File: config.mk
export PLATFORM = sky130hd
export DESIGN_NAME = four_queue_burst_round_robin_core
export DESIGN_NICKNAME = d
export VERILOG_FILES = /design/src/design/fqbrr_pkg.sv /design/src/design/four_queue_burst_round_robin_core.sv /design/src/design/fqbrr_ram.sv
export SDC_FILE = /design/constraint.sdc
export NUM_CORES = 2
export LEC_CHECK = 0
export BUFFER_PORTS_ARGS = -buffer_cell sky130_fd_sc_hd__buf_2
export CAP_MARGIN = 10
export CORE_ASPECT_RATIO = 0.9
export CORE_MARGIN = 4
export CORE_UTILIZATION = 52
export CTS_CLUSTER_DIAMETER = 80
export DETAILED_ROUTE_END_ITERATION = 10
export GPL_TIMING_DRIVEN = 1
export PLACE_DENSITY = 0.67
export SKIP_LAST_GASP = 1
export SLEW_MARGIN = 0
export SYNTH_ARGS = -nofsm -noshare
export SYNTH_HDL_FRONTEND = slang
export SYNTH_HIERARCHICAL = 1
export SYNTH_SLANG_ARGS = --single-unit
File: constraint.sdc
create_clock -name clk -period 5.1 [get_ports clk]
set_clock_uncertainty 0.1 [all_clocks]
set_input_delay 0.51 -clock clk [delete_from_list [all_inputs] [get_ports clk]]
set_output_delay 0.51 -clock clk [all_outputs]
set_load 0.01 [all_outputs]
File: src/design/fqbrr_pkg.sv
// Shared types and codes for the four-queue burst round-robin core.
package fqbrr_pkg;

  localparam int LANE_W     = 2;
  localparam int ID_W       = 16;
  localparam int TIME_W     = 8;
  localparam int LIMIT_W    = 8;
  localparam int CFG_DATA_W = 8;
  localparam int CFG_IDX_W  = 1;

  typedef struct packed {
    logic [ID_W-1:0]   car_id;
    logic [TIME_W-1:0] hold_time;
  } entry_t;

  localparam int ENTRY_W = $bits(entry_t);

  typedef enum logic [1:0] {
    ST_ACCEPTED = 2'd0,
    ST_FULL     = 2'd1,
    ST_SERVED   = 2'd2,
    ST_EMPTY    = 2'd3
  } status_t;

  typedef enum logic {
    CMD_ARRIVE = 1'b0,
    CMD_SERVE  = 1'b1
  } command_t;

  typedef enum logic [CFG_IDX_W-1:0] {
    REG_BURST_LIMIT = 1'b0,
    REG_START_LANE  = 1'b1
  } cfg_reg_t;

endpackage

File: src/design/four_queue_burst_round_robin_core.sv
// Top level of the four-queue burst round-robin core.
//
// Input channel (in_valid/in_ready): each transfer is an arrive command, which
// pushes a car into the queue of its lane, or a serve command, which pops one
// car under a round-robin rotation with at most burst_limit cars per turn, a
// limit of 0 counting as 1. Result channel (out_valid/out_ready): exactly one
// result per input transfer, in order, in the cycle after the input transfer.
// Throughput is one item per cycle unless stalled: the lane choice and pointer
// update are one combinational pass into the state and result registers, and
// the queue entry comes from a RAM read in the same cycle, registered in the RAM.
// Configuration port: cfg_we with cfg_index 0 writes burst_limit, index 1
// writes start_lane, which also restarts the rotation at that lane.
// Reset empties all queues, sets burst_limit to 1 and the current lane to 0;
// the queue RAM is not cleared and needs no clearing pass.
// When the receiver stalls, the result register holds and in_ready is low
// until the result is taken; in_ready is high whenever the result register
// is empty or is being emptied in the same cycle.
module four_queue_burst_round_robin_core #(
  parameter int QUEUE_DEPTH = 16,
  parameter int LANE_COUNT  = 4
) (
  input  logic                                 clk,
  input  logic                                 rst_n,
  input  logic                                 in_valid,
  output logic                                 in_ready,
  input  logic                                 in_command,
  input  logic [fqbrr_pkg::LANE_W-1:0]         in_arrive_lane,
  input  logic [fqbrr_pkg::ID_W-1:0]           in_car_id,
  input  logic [fqbrr_pkg::TIME_W-1:0]         in_hold_time,
  output logic                                 out_valid,
  input  logic                                 out_ready,
  output logic [1:0]                           out_status,
  output logic [fqbrr_pkg::ID_W-1:0]           out_served_id,
  output logic [fqbrr_pkg::TIME_W-1:0]         out_served_time,
  output logic [fqbrr_pkg::LANE_W-1:0]         out_served_lane,
  output logic                                 out_turn_started,
  input  logic                                 cfg_we,
  input  logic [fqbrr_pkg::CFG_IDX_W-1:0]      cfg_index,
  input  logic [fqbrr_pkg::CFG_DATA_W-1:0]     cfg_wdata
);

  localparam int PTR_W     = $clog2(QUEUE_DEPTH);
  localparam int OCC_W     = $clog2(QUEUE_DEPTH + 1);
  localparam int LSEL_W    = $clog2(LANE_COUNT);
  localparam int ADDR_W    = LSEL_W + PTR_W;
  localparam int RAM_DEPTH = LANE_COUNT * (1 << PTR_W);
  localparam int LW        = fqbrr_pkg::LANE_W;

  logic [PTR_W-1:0]                 head_r [LANE_COUNT];
  logic [PTR_W-1:0]                 head_nxt [LANE_COUNT];
  logic [PTR_W-1:0]                 tail_r [LANE_COUNT];
  logic [PTR_W-1:0]                 tail_nxt [LANE_COUNT];
  logic [OCC_W-1:0]                 occ_r [LANE_COUNT];
  logic [OCC_W-1:0]                 occ_nxt [LANE_COUNT];
  logic [LW-1:0]                    cur_lane_r, cur_lane_nxt;
  logic [fqbrr_pkg::LIMIT_W-1:0]    served_r, served_nxt;
  logic                             turn_open_r, turn_open_nxt;
  logic [fqbrr_pkg::LIMIT_W-1:0]    burst_limit_r;
  logic                             out_valid_r;
  fqbrr_pkg::status_t               out_status_r, status_nxt;
  logic [LW-1:0]                    out_lane_r, lane_nxt;
  logic                             out_started_r, started_nxt;

  logic                             accept;
  logic [(1 << LW)-1:0]             busy_v;
  logic [fqbrr_pkg::LIMIT_W-1:0]    limit;
  logic                             cont;
  logic                             found;
  logic [LW-1:0]                    cand;
  logic [LW-1:0]                    sel_lane;
  logic [LW-1:0]                    pop_lane;
  logic [LSEL_W-1:0]                pop_idx;
  logic [LSEL_W-1:0]                arr_idx;
  logic                             arr_ok;
  logic                             do_push;
  logic                             do_pop;
  logic [ADDR_W-1:0]                waddr;
  logic [ADDR_W-1:0]                raddr;
  fqbrr_pkg::entry_t                wentry;
  fqbrr_pkg::entry_t                rentry;
  logic [fqbrr_pkg::ENTRY_W-1:0]    rdata;

  function automatic logic [LW-1:0] next_lane(input logic [LW-1:0] l);
    logic [LW:0] s;
    s = {1'b0, l} + (LW + 1)'(1);
    next_lane = (s >= (LW + 1)'(LANE_COUNT)) ? '0 : s[LW-1:0];
  endfunction

  function automatic logic [PTR_W-1:0] wrap_ptr(input logic [PTR_W-1:0] p);
    wrap_ptr = (p == PTR_W'(QUEUE_DEPTH - 1)) ? '0 : p + PTR_W'(1);
  endfunction

  assign in_ready = !out_valid_r || out_ready;
  assign accept   = in_valid && in_ready;

  always_comb begin
    busy_v = '0;
    for (int i = 0; i < LANE_COUNT; i++) begin
      busy_v[i] = occ_r[i] != '0;
    end
  end

  // arrive
  assign arr_idx = in_arrive_lane[LSEL_W-1:0];
  assign arr_ok  = ({1'b0, in_arrive_lane} < (LW + 1)'(LANE_COUNT)) &&
                   (occ_r[arr_idx] < OCC_W'(QUEUE_DEPTH));

  // serve
  assign limit = (burst_limit_r == '0) ? fqbrr_pkg::LIMIT_W'(1) : burst_limit_r;
  assign cont  = turn_open_r && busy_v[cur_lane_r] && (served_r < limit);

  always_comb begin
    cand     = turn_open_r ? next_lane(cur_lane_r) : cur_lane_r;
    found    = 1'b0;
    sel_lane = '0;
    for (int k = 0; k < LANE_COUNT; k++) begin
      if (!found && busy_v[cand]) begin
        found    = 1'b1;
        sel_lane = cand;
      end
      cand = next_lane(cand);
    end
  end

  assign pop_lane = cont ? cur_lane_r : sel_lane;
  assign pop_idx  = pop_lane[LSEL_W-1:0];
  assign do_push  = accept && (in_command == fqbrr_pkg::CMD_ARRIVE) && arr_ok;
  assign do_pop   = accept && (in_command == fqbrr_pkg::CMD_SERVE) && (cont || found);

  assign waddr            = {arr_idx, tail_r[arr_idx]};
  assign raddr            = {pop_idx, head_r[pop_idx]};
  assign wentry.car_id    = in_car_id;
  assign wentry.hold_time = in_hold_time;

  fqbrr_ram #(
    .WIDTH(fqbrr_pkg::ENTRY_W),
    .DEPTH(RAM_DEPTH)
  ) u_queue_ram (
    .clk  (clk),
    .we   (do_push),
    .waddr(waddr),
    .wdata(wentry),
    .re   (do_pop),
    .raddr(raddr),
    .rdata(rdata)
  );

  always_comb begin
    for (int i = 0; i < LANE_COUNT; i++) begin
      head_nxt[i] = head_r[i];
      tail_nxt[i] = tail_r[i];
      occ_nxt[i]  = occ_r[i];
      if (do_push && (arr_idx == LSEL_W'(i))) begin
        tail_nxt[i] = wrap_ptr(tail_r[i]);
        occ_nxt[i]  = occ_r[i] + OCC_W'(1);
      end
      if (do_pop && (pop_idx == LSEL_W'(i))) begin
        head_nxt[i] = wrap_ptr(head_r[i]);
        occ_nxt[i]  = occ_r[i] - OCC_W'(1);
      end
    end
  end

  always_comb begin
    cur_lane_nxt  = cur_lane_r;
    served_nxt    = served_r;
    turn_open_nxt = turn_open_r;
    if (do_pop) begin
      if (cont) begin
        served_nxt = served_r + fqbrr_pkg::LIMIT_W'(1);
      end else begin
        cur_lane_nxt  = sel_lane;
        served_nxt    = fqbrr_pkg::LIMIT_W'(1);
        turn_open_nxt = 1'b1;
      end
    end
    if (cfg_we && (cfg_index == fqbrr_pkg::REG_START_LANE)) begin
      cur_lane_nxt  = cfg_wdata[LW-1:0];
      served_nxt    = '0;
      turn_open_nxt = 1'b0;
    end
  end

  always_comb begin
    lane_nxt    = '0;
    started_nxt = 1'b0;
    if (in_command == fqbrr_pkg::CMD_ARRIVE) begin
      status_nxt = arr_ok ? fqbrr_pkg::ST_ACCEPTED : fqbrr_pkg::ST_FULL;
    end else if (cont || found) begin
      status_nxt  = fqbrr_pkg::ST_SERVED;
      lane_nxt    = pop_lane;
      started_nxt = !cont;
    end else begin
      status_nxt = fqbrr_pkg::ST_EMPTY;
    end
  end

  always_ff @(posedge clk) begin
    if (!rst_n) begin
      for (int i = 0; i < LANE_COUNT; i++) begin
        head_r[i] <= '0;
        tail_r[i] <= '0;
        occ_r[i]  <= '0;
      end
      cur_lane_r    <= '0;
      served_r      <= '0;
      turn_open_r   <= 1'b0;
      burst_limit_r <= fqbrr_pkg::LIMIT_W'(1);
      out_valid_r   <= 1'b0;
      out_status_r  <= fqbrr_pkg::ST_ACCEPTED;
      out_lane_r    <= '0;
      out_started_r <= 1'b0;
    end else begin
      head_r      <= head_nxt;
      tail_r      <= tail_nxt;
      occ_r       <= occ_nxt;
      cur_lane_r  <= cur_lane_nxt;
      served_r    <= served_nxt;
      turn_open_r <= turn_open_nxt;
      if (cfg_we) begin
        case (cfg_index)
          fqbrr_pkg::REG_BURST_LIMIT: begin
            burst_limit_r <= cfg_wdata;
          end
          default: begin
          end
        endcase
      end
      if (accept) begin
        out_valid_r   <= 1'b1;
        out_status_r  <= status_nxt;
        out_lane_r    <= lane_nxt;
        out_started_r <= started_nxt;
      end else if (out_ready) begin
        out_valid_r <= 1'b0;
      end
    end
  end

  assign rentry           = rdata;
  assign out_valid        = out_valid_r;
  assign out_status       = out_status_r;
  assign out_served_lane  = out_lane_r;
  assign out_turn_started = out_started_r;
  assign out_served_id    = (out_status_r == fqbrr_pkg::ST_SERVED) ? rentry.car_id : '0;
  assign out_served_time  = (out_status_r == fqbrr_pkg::ST_SERVED) ? rentry.hold_time : '0;

endmodule

File: src/design/fqbrr_ram.sv
// Generic single-write, single-read RAM with registered read data.
module fqbrr_ram #(
  parameter int WIDTH = 24,
  parameter int DEPTH = 64
) (
  input  logic                     clk,
  input  logic                     we,
  input  logic [$clog2(DEPTH)-1:0] waddr,
  input  logic [WIDTH-1:0]         wdata,
  input  logic                     re,
  input  logic [$clog2(DEPTH)-1:0] raddr,
  output logic [WIDTH-1:0]         rdata
);

  logic [WIDTH-1:0] mem_r [DEPTH];
  logic [WIDTH-1:0] rdata_r;

  always_ff @(posedge clk) begin
    if (we) begin
      mem_r[waddr] <= wdata;
    end
    if (re) begin
      rdata_r <= mem_r[raddr];
    end
  end

  assign rdata = rdata_r;

endmodule

Word level (Yosys, flattened, before mapping)
Memory sizes are Yosys's and may differ from the RTL's. A register that Yosys moved wholly into a read port is not among the register bits.
Cells that the tools add are included.
- reductions and logical operators: 42
- equal/unequal tests: 15
- magnitude comparators: 13
- bitwise gates (word level): 6
- multiplexer cells: 66
- add/subtract/negate cells: 21
- operators with widths (cell ; count):
    5-bit two-way mux ; 10
    4-bit two-way mux ; 12
    4-bit by 1-bit adder with 4-bit output, second input constant ; 8
    4-bit equality test, second input constant ; 8
    2-bit two-way mux ; 15
    8-bit two-way mux ; 3
    5-bit by 1-bit adder with 5-bit output, second input constant ; 4
    5-bit nonzero test ; 4
    5-bit by 1-bit subtractor with 5-bit output, second input constant ; 4
    1-bit logical AND ; 19
    3-bit >= comparator, second input constant ; 6
    1-bit two-way mux ; 17
    4-bit binary-select mux with 2-bit select ; 2
    16-bit two-way mux ; 1
    2-bit by 3-bit < comparator with 1-bit output, second input constant ; 5
    2-bit by 1-bit adder with 3-bit output, second input constant ; 4
    2-bit nonzero test ; 6
    1-bit binary-select mux with 2-bit select ; 5
    5-bit binary-select mux with 2-bit select ; 1
    2-bit equality test, second input constant ; 5
    8-bit by 1-bit adder with 8-bit output, second input constant ; 1
    8-bit logical NOT ; 1
    8-bit < comparator ; 1
    2-bit NOT with 3-bit output ; 2
    8 further kinds ; 19
- input bits: 41
- memories: 1
- logic and storage cells: 184
- bits in writable memories: 1536
- register bits after elaboration: 77
- output and inout bits: 31
- memory list (memory ; depth ; width ; read ports ; clocked after Yosys merged registers in ; wr ports ; RTL line ; text):
    u_queue_ram.mem_r ; 64 ; 24 ; 1 ; 1 ; 1 ; fqbrr_ram.sv:15 ; logic [WIDTH-1:0] mem_r [DEPTH];

Longest topological paths before layout
- depth in word-level cells: 22
- depth in mapped cells: 21
- depth with buffers taken out: 19

Cells and area by module
Netlist, hierarchy kept.
- by module, submodules not included (module ; seq. area each (sq um) ; cells an instance ; area each (sq um) ; instances):
    fqbrr_ram ; 46844.9 ; 2610 ; 59535.8 ; 1
    four_queue_burst_round_robin_core ; 1541.5 ; 655 ; 5240.0 ; 1

Least setup slack after synthesis
No wires, ideal clock.
- kind: reg-to-reg
- start point: register occ_r[5] (netlist bit)
- end point: register u_queue_ram.rdata_r[18], in the netlist u_queue_ram/rdata[18] (read register of u_queue_ram.mem_r) (data pin)
- slack: 555 ps
- cell stages (with the launch flop): 19
- arrival: 4183 ps
- required time: 4738 ps
- path buffers: 5
- period minus slack after synthesis: 4545 ps
- library setup time: 262 ps
- path through: dfxtp_1 -> or4_4 -> nor3_1 -> o32a_2 -> nand3_1 -> o211a_1 -> or2_1 -> clkbuf_1 -> inv_2 -> buf_2 -> mux2i_1 -> buf_2 -> buf_6 -> buf_4 -> mux4_2 -> a221oi_1 -> o21ai_0 -> nand3_1 -> o21ai_0
- longest elaborated chain between the ends: 18
- elaborated cells between the ends (all ways): 34
- classes of those cells: 22 x mux; 1 x bitwise; 11 x reduce/logical
- ends and longest elaborated chain (what ; RTL line ; text):
    from (decl) ; four_queue_burst_round_robin_core.sv:53 ; logic [OCC_W-1:0] occ_r [LANE_COUNT];
    from (signal assigned) ; four_queue_burst_round_robin_core.sv:216 ; occ_r <= occ_nxt;
    5-bit nonzero test (*) ; four_queue_burst_round_robin_core.sv:99 ; busy_v[i] = occ_r[i] != '0;
    1-bit binary-select mux with 2-bit select ; four_queue_burst_round_robin_core.sv:117 ; if (!found && busy_v[cand]) begin
    1-bit two-way mux (implied by the code) ; four_queue_burst_round_robin_core.sv:117 ;
    1-bit two-way mux ; four_queue_burst_round_robin_core.sv:117 ;
    1-bit logical NOT ; four_queue_burst_round_robin_core.sv:117 ;
    1-bit logical AND ; four_queue_burst_round_robin_core.sv:117 ;
    1-bit two-way mux ; four_queue_burst_round_robin_core.sv:117 ;
    1-bit logical NOT ; four_queue_burst_round_robin_core.sv:117 ;
    [3 not listed] ; n/a ;
    1-bit logical AND ; four_queue_burst_round_robin_core.sv:117 ;
    2-bit two-way mux ; four_queue_burst_round_robin_core.sv:117 ;
    2-bit two-way mux (*) ; n/a ;
    via pop_idx[1] ; four_queue_burst_round_robin_core.sv:72 ; logic [LSEL_W-1:0] pop_idx;
    2-bit NOT with 3-bit output (implied by the code) (*) ; four_queue_burst_round_robin_core.sv:131 ; assign raddr = {pop_idx, head_r[pop_idx]};
    4-bit binary-select mux with 2-bit select (*) ; four_queue_burst_round_robin_core.sv:131 ;
    4-bit two-way mux (implied by the code) (*) (2 in series) ; four_queue_burst_round_robin_core.sv:131 ;
    via raddr[0] ; four_queue_burst_round_robin_core.sv:78 ; logic [ADDR_W-1:0] raddr;
    to (decl) ; fqbrr_ram.sv:16 ; logic [WIDTH-1:0] rdata_r;
The timed path passes the listed nets; every way through them passes the cells marked *. The select of a mux whose other input is x is not followed.
A chain may end at the register's enable or synchronous reset.

Final worst setup path
- start point: register occ_r[11] (netlist bit)
- end point: register u_queue_ram.rdata_r[7], in the netlist u_queue_ram/rdata[7] (read register of u_queue_ram.mem_r) (data pin)
- longest elaborated chain between the ends: 18
- elaborated cells between the ends (all ways): 34
- classes of those cells: 22 x mux; 1 x bitwise; 11 x reduce/logical
- ends and longest elaborated chain (what ; RTL line):
    5-bit nonzero test (*) ; four_queue_burst_round_robin_core.sv:99
    1-bit binary-select mux with 2-bit select ; four_queue_burst_round_robin_core.sv:117
    1-bit two-way mux (implied by the code) ; four_queue_burst_round_robin_core.sv:117
    1-bit two-way mux ; four_queue_burst_round_robin_core.sv:117
    1-bit logical NOT ; four_queue_burst_round_robin_core.sv:117
    1-bit logical AND ; four_queue_burst_round_robin_core.sv:117
    1-bit two-way mux ; four_queue_burst_round_robin_core.sv:117
    1-bit logical NOT ; four_queue_burst_round_robin_core.sv:117
    [2 not listed] ; n/a
    1-bit logical NOT ; four_queue_burst_round_robin_core.sv:117
    1-bit logical AND ; four_queue_burst_round_robin_core.sv:117
    2-bit two-way mux ; four_queue_burst_round_robin_core.sv:117
    2-bit two-way mux (*) ; n/a
    2-bit NOT with 3-bit output (implied by the code) (*) ; four_queue_burst_round_robin_core.sv:131
    4-bit binary-select mux with 2-bit select (*) ; four_queue_burst_round_robin_core.sv:131
    4-bit two-way mux (implied by the code) (*) (2 in series) ; four_queue_burst_round_robin_core.sv:131
    via raddr[2] ; four_queue_burst_round_robin_core.sv:78
Marked as above.

==> flow_summary.yaml <==
worst_setup_path:
  cp-end-kind: "flop"
  start_kind: "flop"
  arrival_ns: 5.58
  timing.rr.start: "occ_r[11]"
  rr_endpoint: "u_queue_ram/rdata[7]"
  crit_start: "occ_r[11]"
  endpoint: "u_queue_ram/rdata[7]"
  worst_r2r_path_depth: 19
  path_max_fanout: 29
  critical_path_required_ns: 5.66
  ff2ff_setup_slack_ns: 0.08
  worstSetupPathType: "reg -> reg"
hold_path:
  hold_path_class: "in -> reg"
  min_path_cells: 1
outcome:
  status: "complete, no violations"
synthesis:
  synth_nets: 3338
  synthDistinctLibCells: 81
  synth_edf_count: 1560
  synthFlopType: "edfxtp_1"
  synth_async_sr_flop_share_pct: 0
  synth_area_um2: 64800
  yosys_warnings: 6
  ys_ff_latch: 1637
  yosysSeqAreaShare_pct: 74.7
  syn_inst: 3265
  avgSynthCellArea_um2: 19.8
place:
  dp_hpwl_mm: 99.4
  place_ws_ns: -0.507
  gp_congestion: 0.924
  post_dp_cell_area_um2: 68500
  portBuffers: 71
layout:
  multi_input_area_um2: 15800
  nets: 3665
  final_common_cell: "edfxtp_1"
  fillers: 8484
  drive_above_1_share_pct: 29.4
  layout_common_cells: "1560 x edfxtp_1, 360 x mux4_2, 206 x buf_4, 164 x clkbuf_16, 122 x nand2_1"
  fin_area_um2: 74400
  areaGrowthSynthToFinish_pct: 14.9
  ff_latch_area_um2: 48400
timing:
  layout_setup_ws_ns: 0.0765
  finalHoldViolCount: 0
  rsz0062_at_grt: "yes"
  fmax_mhz: 199
  max_slew_margin_pct: 19.7
  finalSetupViolations: 0
  period_share_pct: 98.5
  holdWs_ns: 0.0271
  setup-tns-final_ns: 0
  drv_slew: 0
  worst_pin_slew_ns: 1.20
  fin_crit_ns: 5.02
floorplan:
  boundaryPins: 72
  die_x_um: 380
  rows: 122
  initial_utilization_pct: 52.5
  core_area_um2: 123000
  die_area_um2: 130000
  die_h_um: 343
power_and_ir_drop:
  ir_drop_mv: 0.494
  powerDensity_nw_per_um2: 554
  leakagePower_nw: 23.3
drt:
  top_layer: "met4"
  wirelength_mm: 167
  wl_met3_mm: 20.9
  num_vias: 34900
  routed_via_density: 6.54
  drc_errors: 0
  firstDrtPassIters: 8
  first_iter_violations: 4720
  antenna_left: 0
  wl_per_cell_um: 31.3
  wl_met1_mm: 64.6
  wl_met2_mm: 76.7
cts:
  cts.sinks: 1637
  insertion_delay_ns: 0.78
  numCtsBuffers: 161
  htree_num_levels: 4
  cts-root-buf: "clkbuf_16"
  cts_buffer_depth: 3
  tritoncts: "done"
  clk_pin_slew_ns: 0.06
global_route:
  grt_pass1_vias: 34200
  grt_overflow: 0
  track_usage_pct: 25.4
  grt_pass1_wl_mm: 240
  grt_max_degree: 68
  antenna_found_initial: 14
job:
  max_cap_violations: 0
layout make-up:
cell class / instances / share of cell area [%]
clock inverters: 77 / 0.941
multi-input cells: 1415 / 21.3
flip-flops and latches: 1637 / 65.0
inverters: 31 / 0.156
repair buffers: 346 / 4.23
clock buffers: 207 / 5.67
diodes: 4 / 0.0134
well taps: 1612 / 2.71
registers in the layout, indices dropped and copies added (netlist names), 2 cells and up:
| name | flops |
|---|---|
| occ_r | 20 |
| head_r | 16 |
| out_served_lane | 2 |
| cur_lane_r | 2 |
| tail_r | 16 |
| u_queue_ram/rdata | 24 |
| u_queue_ram/mem_r | 1536 |
| out_status | 2 |
| served_r | 8 |
| burst_limit_r | 8 |
critical path: stages, from the launching register on:
cell and delay (ns):
dfxtp_1 0.36, or4_4 0.58, nor3_4 0.23, nor2_1 0.09
a221o_1 0.37, a22o_4 0.25, nor3_2 0.20, buf_4 0.17
buf_4 0.19, mux2i_2 0.32, mux2i_4 0.13, buf_12 0.17
buf_16 0.19, buf_16 0.21, mux2i_1 0.15, a221oi_2 0.33
a221oi_2 0.10, buf_4 0.21, a31oi_2 0.30, o21a_1 0.18
Yosys cell counts, types with 18 or more instances:
master | number | share of area, %
and2_1 | 30 | 0.29
inv_1 | 27 | 0.16
o21ai_0 | 30 | 0.23
mux4_2 | 360 | 13
a21oi_1 | 78 | 0.60
nor2_1 | 120 | 0.70
nor3_1 | 26 | 0.20
dfxtp_1 | 77 | 2.4
nand2_1 | 122 | 0.71
clkbuf_1 | 67 | 0.39
edfxtp_1 | 1560 | 72
nand3_1 | 43 | 0.33
a221oi_1 | 54 | 0.73
ha_1 | 28 | 0.54
or3_1 | 19 | 0.18
buf_2 | 54 | 0.42
a22oi_1 | 30 | 0.35
mux2_2 | 53 | 0.92
mux2i_1 | 111 | 1.7
a31oi_1 | 18 | 0.17
o22ai_1 | 59 | 0.57
and3_1 | 31 | 0.30
buf_4 | 32 | 0.37
layer usage:
layer / up-vias / track usage, %
li1: 14200 / -
met1: 18200 / 37.4
met2: 2192 / 38.2
met3: 284 / 6.44
met4: 0 / 7.53
met5: - / 0
worst min path at each step:
| stage | start | to | slack, ns |
|---|---|---|---|
| after floorplan | burst_limit_r[7] | burst_limit_r[7] | 0.34 |
| after global placement | out_served_lane[0] | out_served_lane[0] | 0.34 |
| after detailed placement | out_turn_started | out_turn_started | 0.35 |
| after CTS | cfg_we | burst_limit_r[2] | 0.02 |
| after global routing | in_car_id[15] | u_queue_ram/mem_r[30][23] | 0.01 |
| final | in_car_id[15] | u_queue_ram/mem_r[30][23] | 0.03 |
metrics by stage:
step / cells / utilization, % / power, mW
final: 5329 / 60.4 / 41.2
after global placement: 4998 / 55.5 / 29.2
after global routing: 5325 / 60.4 / 42.8
after CTS: 5302 / 59.9 / 40.8
after detailed placement: 4998 / 55.5 / 29.4
after floorplan: 3265 / - / 23.7
cells by family (layout without fill, tap and decap cells):
group	Yosys count	count (layout)	share of synthesized area [%]
compound gates	375	375	4.02
xor+xnor	23	23	0.323
fa+ha+maj	32	32	0.664
buf+inv	213	661	1.68
flops	1637	1637	74.7
mux	524	524	15.2
other cells	0	4	0
simple gates	461	461	3.47
repair_timing:
item | CTS | global route
gates cloned | 3 | 3
endpoints found under the hold margin | 13 | 0
resized for setup | 31 | 53
pin swaps | 0 | 1
hold buffers | 17 | 0
setup endpoints to repair | 11 | 24
setup buffers | 0 | 15
power breakdown:
part           switching (mW)  internal, mW  total [mW]
clock network            4.97          6.18        11.1
logic                    8.46          6.14        14.6
registers               0.342          15.2        15.5
total                    13.8          27.5        41.2
(Power assumes the default switching activity.)
